--- src/rtl/core/gcd_pkg.sv ---
// Shared constants, codes and types of the graph cycle detector.
`timescale 1ns / 1ps
package gcd_pkg;

	// Node count by default and fixed width of the node fields
	localparam int GCD_NODES_DEF = 64;
	localparam int NODE_FIELD_W  = 6;

	// Action codes of an input item
	localparam logic [1:0] ACT_ADD   = 2'd0;
	localparam logic [1:0] ACT_CHECK = 2'd1;
	localparam logic [1:0] ACT_CLEAR = 2'd2;

	typedef struct packed {
		logic [1:0]              action;
		logic [NODE_FIELD_W-1:0] node_u;
		logic [NODE_FIELD_W-1:0] node_v;
		logic                    one_way;
	} gcd_in_t;

	typedef struct packed {
		logic cycle_found;
		logic root_was_visited;
		logic any_cycle;
	} gcd_out_t;

	typedef enum logic [2:0] {
		ST_INIT,
		ST_CLEAR,
		ST_IDLE,
		ST_ADD_U,
		ST_ADD_V,
		ST_SCAN,
		ST_POP,
		ST_DONE
	} gcd_state_t;

endpackage

--- src/rtl/core/gcd_ffs.sv ---
// Find the lowest set bit of a vector.
`timescale 1ns / 1ps
module gcd_ffs #(
	parameter int WIDTH = gcd_pkg::GCD_NODES_DEF
) (
	input  logic [WIDTH-1:0]         vec,
	output logic                     hit,
	output logic [$clog2(WIDTH)-1:0] idx
);
	import gcd_pkg::*;

	// Scan from the top so the lowest set bit wins
	always_comb begin
		hit = 1'b0;
		idx = '0;
		for (int i = WIDTH - 1; i >= 0; i--) begin
			if (vec[i]) begin
				hit = 1'b1;
				idx = ($clog2(WIDTH))'(i);
			end
		end
	end
endmodule

--- config.mk ---
export PLATFORM = sky130hd
export DESIGN_NAME = gcd_ffs
export DESIGN_NICKNAME = d
export VERILOG_FILES = /design/src/rtl/core/gcd_pkg.sv /design/src/rtl/core/gcd_ffs.sv
export SDC_FILE = /design/constraint.sdc
export NUM_CORES = 1
export LEC_CHECK = 0
export ABC_CLOCK_PERIOD_IN_PS = 8700
export BUFFER_PORTS_ARGS = -buffer_cell sky130_fd_sc_hd__buf_4
export CAP_MARGIN = 20
export CORE_AREA = 3 3 47 49
export DETAILED_ROUTE_END_ITERATION = 12
export DIE_AREA = 0 0 50 52
export PLACE_DENSITY = 0.91
export SLEW_MARGIN = 20
export SYNTH_ARGS = -nofsm -noshare
export SYNTH_HDL_FRONTEND = slang
export SYNTH_SLANG_ARGS = --single-unit
--- constraint.sdc ---
create_clock -name vclk -period 8.7
set_clock_uncertainty 0.2 [all_clocks]
set_input_delay 2.61 -clock vclk [all_inputs]
set_output_delay 2.61 -clock vclk [all_outputs]
set_load 0.03 [all_outputs]
==> summary.md, run 1 <==
| Metric | Value |
|---|---|
| Chip width | `50 um` |
| # fillers | `182` |
| Status | `finished clean` |
| Antenna violations before repair | `0` |
| Pins Over Slew Limit | `0` |
| Post-Route Utilization | `69.93%` |
| CTS Hold Bufs | `0` |
| Reg area | `0 um2` |
| Initial DRC count | `32` |
| CP arrival | `4150 ps` |
| Worst slack, placed | `1757 ps` |
| Drt pass-1 iters | `4` |
| CP Launch Type | `input pin` |
| GPL Wtd Cong | `0.8707` |
| Hold Slack | `5457 ps` |
| Gr usage total | `23.73%` |
| Core area | `1902 um2` |
| Post-Synthesis Cells | `140` |
| Synth warn | `0` |
| FMAX | `143.6 MHz` |
| Post-CTS setup buffers | `0` |
| Worst path required time | `5890 ps` |
| Worst-Margin Slew | `769.1 ps` |
| First-pass GRT wire length | `5133 um` |
| Sequential fraction of the synthesis area | `0%` |
| Cell variety after synth | `34` |
| Inserted Diodes | `0` |
| Drt total wl | `3262 um` |
| RSZ-0062 raised after global routing | `false` |
| Std-Cell Rows | `16` |
| Largest net degree at the start of global routing | `6` |
| Routed len/inst | `13.71 um` |
| Area Growth Syn to Fin | `74.26%` |
| Final hold violation count | `0` |
| HP Class | `input pin to primary output` |
| Final period util | `80.02%` |
| Max-slew headroom | `48.60%` |
| Synthesized cell area | `763.2 um2` |
| Avg Cell Area, Syn | `5.452 um2` |
| Share of the synthesized area in the top cell type | `14.26%` |
| Seq_cells | `0` |
| Endpoints failing setup | `0` |
| Clock buf count | `0` |
| Synth Net Count | `204` |
| Final WS setup | `1739 ps` |
| Detailed Place HPWL | `2876 um` |
| Peak supply drop | `26.84 uV` |
| Setup_tns | `0 ps` |
| Routed Antenna Nets | `0` |
| IO Port Bufs | `71` |
| Die Y | `52 um` |
| Kind of critical path | `input pin to primary output` |
| Worst Setup End Kind | `primary output` |
| Share of cells above drive strength 1 | `35.55%` |
| Hold Path Cell Cnt | `4` |
| # nets final | `277` |
| Crit Path Max Fanout | `3` |
| Pwr Density | `38.82 nW/um2` |
| Synth top area cells | `nor2_1, nor4_1, a21oi_1, nor3_1, inv_1` |
| Vias in the first global route | `1,359` |
| Post-CTS resize count | `0` |
| Die area | `2600 um2` |
| DRC | `0` |
| Starting Density | `40.13%` |
| Max-cap check violation count | `0` |
| Post-synth top area cell | `nor2_1` |
| Overflow after GRT | `0` |
| Vias per cell | `6.008` |
| Pleak | `0.5826 nW` |
| Via count | `1,430` |
| Minimum clock period | `6961 ps` |
| I/O pin total | `71` |
-- final cells by class --
class                      count  area (um2)  share of cell area, %
timing repair buffer          71       533.0                  40.08
multi-input combinational    128       718.2                  54.00
tap                           27       33.78                  2.540
inverter                      12       45.04                  3.387
-- cell families after synthesis --
family | share of synthesized area, %
AND/OR/NAND/NOR | 55.08
buffers and inverters | 5.901
AO/OA/AOI/OAI | 39.02
-- routing by layer --
metal	routed length [um]	vias up	global-route usage (%)
met5	0	-	0
met4	85	0	5.530
met3	226	13	1.719
met2	1732	71	50.65
met1	1219	656	24.15
li1	-	690	-
-- cell usage after synthesis --
master and number:
nor2_1 29, or2_1 1, o311a_1 1, o311ai_1 2
nor4_1 15, o2bb2ai_1 1, a221oi_1 1, o21ai_1 4
or4_4 3, nand2_1 8, nor2b_1 3, a41oi_1 1
inv_1 12, or4_1 1, nand3_1 4, o21ai_0 8
o221ai_1 1, o2111ai_1 1, o31ai_1 2, a21oi_1 13
o211ai_1 2, o21a_1 1, a2111oi_0 1, o21bai_1 1
and3_1 2, a31oi_1 2, and4_1 1, nand2b_1 1
a21boi_1 1, nor2_2 1, a2111oi_1 1, a311oi_1 2
nand4_1 2, nor3_1 11
-- final timing paths --
path | startpoint | to | slack [ps]
worst max-delay path | vec[56] | idx[2] | 1740
worst min-delay path | vec[1] | idx[2] | 5460
-- critical path: stages --
cell and delay, ps:
buf_4 120, or4_4 530, o21ai_1 150, a21oi_1 80, o21ai_1 180, o2111ai_1 130, a21boi_1 170, buf_4 180
-- cell usage in the layout (no fill, tap or decap), types with 2 or more instances in the layout --
cell type and count:
o21ai_0 8, nor4_1 15, buf_4 71, nor3_1 11
o311ai_1 2, o31ai_1 2, and3_1 2, nor2b_1 3
nand4_1 2, o21ai_1 4, nand2_1 8, a31oi_1 2
inv_1 12, or4_4 3, a21oi_1 13, a311oi_1 2
nor2_1 29, nand3_1 4, o211ai_1 2
-- report_power, final --
group / switching [mW] / total (mW) / leakage [nW] / internal [mW]
combinational: 0.0245 / 0.0516 / 0.583 / 0.0271
clock: 0 / 0 / 0 / 0
sequential: 0 / 0 / 0 / 0
total: 0.0245 / 0.0516 / 0.583 / 0.0271
-- stage by stage --
step,cells,power [mW],instance area (um2)
2_1_floorplan,140,0.01558,763.2
3_3_place_gp,238,0.04864,1330
3_5_place_dp,238,0.05060,1330
4_1_cts,238,0.05084,1330
5_1_grt,238,0.05583,1330
6_report,238,0.05163,1330
(Power assumes the default switching activity.)
==> run 2, diff against run 1 <==
ABC_AREA = 1   (was not set)
ABC_CLOCK_PERIOD_IN_PS = 7110   (was 8700)
CORE_AREA = 3 3 51 53   (was 3 3 47 49)
DIE_AREA = 0 0 54 56   (was 0 0 50 52)
PLACE_DENSITY = 0.86   (was 0.91)
clock period = 7.11 ns   (was 8.7 ns; I/O delays follow)
==> run 2 against run 1 <==
- the run now ends with negative setup slack left
- combinational power increased by 35%
- synthesized cell count is 60% higher
- sequential share of layout area unchanged
- first-iteration DRC count is 34% lower
- critical path type unchanged
- critical endpoint is now idx[0]
==> summary.md, run 2 <==
| Metric | Value |
|---|---|
| Reg area | `0 um2` |
| Post-synth top area cell | `nand2_1` |
| Commonest cells in the netlist | `nand2_1, inv_1, nor2_1, nand3_1` |
| Leading cell type in the layout, fill and taps excluded | `nand2_1` |
| Starting Density | `41.75%` |
| Initial DRC count | `21` |
| Sequential fraction of the synthesis area | `0%` |
| CP Launch Type | `input pin` |
| Status | `complete, but fails checks` |
| Gr usage total | `17.28%` |
| Kind of critical path | `input pin to primary output` |
| Clock buf count | `0` |
| Die area | `3024 um2` |
| Worst Setup End Kind | `primary output` |
| HP Class | `input pin to primary output` |
| CP peak stage delay | `140 ps` |
| Antenna violations before repair | `0` |
| Die Y | `56 um` |
| Dpl cells | `328` |
| GPL Wtd Cong | `0.7744` |
| Share of the synthesized area in the top cell type | `38.17%` |
| Pins Over Slew Limit | `0` |
| Final WS setup | `-459.6 ps` |
| Max-cap check violation count | `0` |
| Synthesized cell area | `914.6 um2` |
| Post-CTS setup buffers | `0` |
| I/O pin total | `71` |
| Peak supply drop | `28.46 uV` |
| CP arrival | `5240 ps` |
| Seq_cells | `0` |
| Crit Path Max Fanout | `2` |
| Synth top area cells | `nand2_1, inv_1, nor2_1, nand3_1, nor4_1` |
| Drt total wl | `2650 um` |
| Failing checks | `negative setup slack` |
| # nets final | `366` |
| Synth Net Count | `288` |
| Pleak | `0.9887 nW` |
| Final period util | `106.5%` |
| Worst-Margin Slew | `550.8 ps` |
| Non-filler cells, final | `328` |
| Most used cell, CP | `nand2_1` |
| Post-Synthesis Cells | `224` |
| Worst slack, placed | `-521.2 ps` |
| Count leader, synth | `nand2_1` |
| Inserted Diodes | `0` |
| DRC | `0` |
| Cell variety after synth | `17` |
| Routed Antenna Nets | `0` |
| Vias in the first global route | `1,249` |
| Worst path required time | `4780 ps` |
| Avg Cell Area, Syn | `4.083 um2` |
| Overflow after GRT | `0` |
| First-pass GRT wire length | `4381 um` |
| Chip width | `54 um` |
| Hold Slack | `4330 ps` |
| Final hold violation count | `0` |
| Share of cells above drive strength 1 | `27.00%` |
| Routed len/inst | `8.079 um` |
| Most frequent cells in the layout | `nand2_1, buf_4, inv_1, nor2_1, nand3_1` |
| # fillers | `234` |
| IO Port Bufs | `71` |
| Std-Cell Rows | `17` |
| Vias per cell | `4.348` |
| Drt pass-1 iters | `4` |
| CP max-delay cell | `buf_6` |
| Endpoints failing setup | `1` |
| Max-slew headroom | `62.94%` |
| Detailed Place HPWL | `2450 um` |
| Core area | `2191 um2` |
| Pwr Density | `45.27 nW/um2` |
| Area Growth Syn to Fin | `68.13%` |
| FMAX | `132.1 MHz` |
| Synth warn | `0` |
| RSZ-0062 raised after global routing | `true` |
| Minimum clock period | `7570 ps` |
| Setup_tns | `-459.6 ps` |
| Via count | `1,426` |
| Largest net degree at the start of global routing | `6` |
==> run 2: power breakdown <==
group / leakage [nW] / switching [mW] / internal [mW] / total, mW
registers: 0 / 0 / 0 / 0
clock network: 0 / 0 / 0 / 0
logic: 0.989 / 0.0313 / 0.0383 / 0.0696
total: 0.989 / 0.0313 / 0.0383 / 0.0696
==> run 2: worst max-delay path, delay by kind of cell <==
kind | cells | cell delay (ps)
AO/OA/AOI/OAI | 1 | 110
buffers and inverters | 3 | 260
AND/OR/NAND/NOR | 59 | 2730
==> run 2: final cells by class <==
type               count  area (um2)  area share, %
multi-input cells    162       691.9          45.00
well taps             28       35.03          2.278
inverters             62       232.7          15.13
repair buffers        76       578.1          37.59
==> run 2: cell families (layout without fill, tap and decap cells) <==
group / Yosys count / after routing / share of synthesized area [%]
buffers and inverters: 62 / 138 / 25.44
AOI/OAI and AO/OA: 16 / 16 / 11.08
and+or+nand+nor: 146 / 146 / 63.47
==> run 2: metal layers <==
metal  up-vias  global-route usage (%)  share of wire (%)
li1        815                       -                  -
met1       575                   20.16                 43
met2        36                   34.95                 52
met3         0                  0.2681                5.0
met4         0                       0                  0
met5         -                       0                  0
==> run 2: path summary, 6_finish.rpt <==
| check | startpoint | endpoint | depth (start not counted) |
|---|---|---|---|
| max | vec[62] | idx[0] | 63 |
| min | vec[0] | idx[0] | 3 |
==> run 2: stage by stage <==
step                power, mW  utilization [%]  cell area, um2
floorplan             0.02955                -           922.1
global placement      0.06797            69.73            1528
detailed placement    0.06901            69.73            1528
CTS                   0.07007            70.19            1538
global route          0.07914            70.19            1538
finish                0.06961            70.19            1538
==> run 2: what timing repair did <==
action,in CTS,in global routing
setup endpoints to repair,1,2
gates resized for setup,4,0
hold buffers,0,0
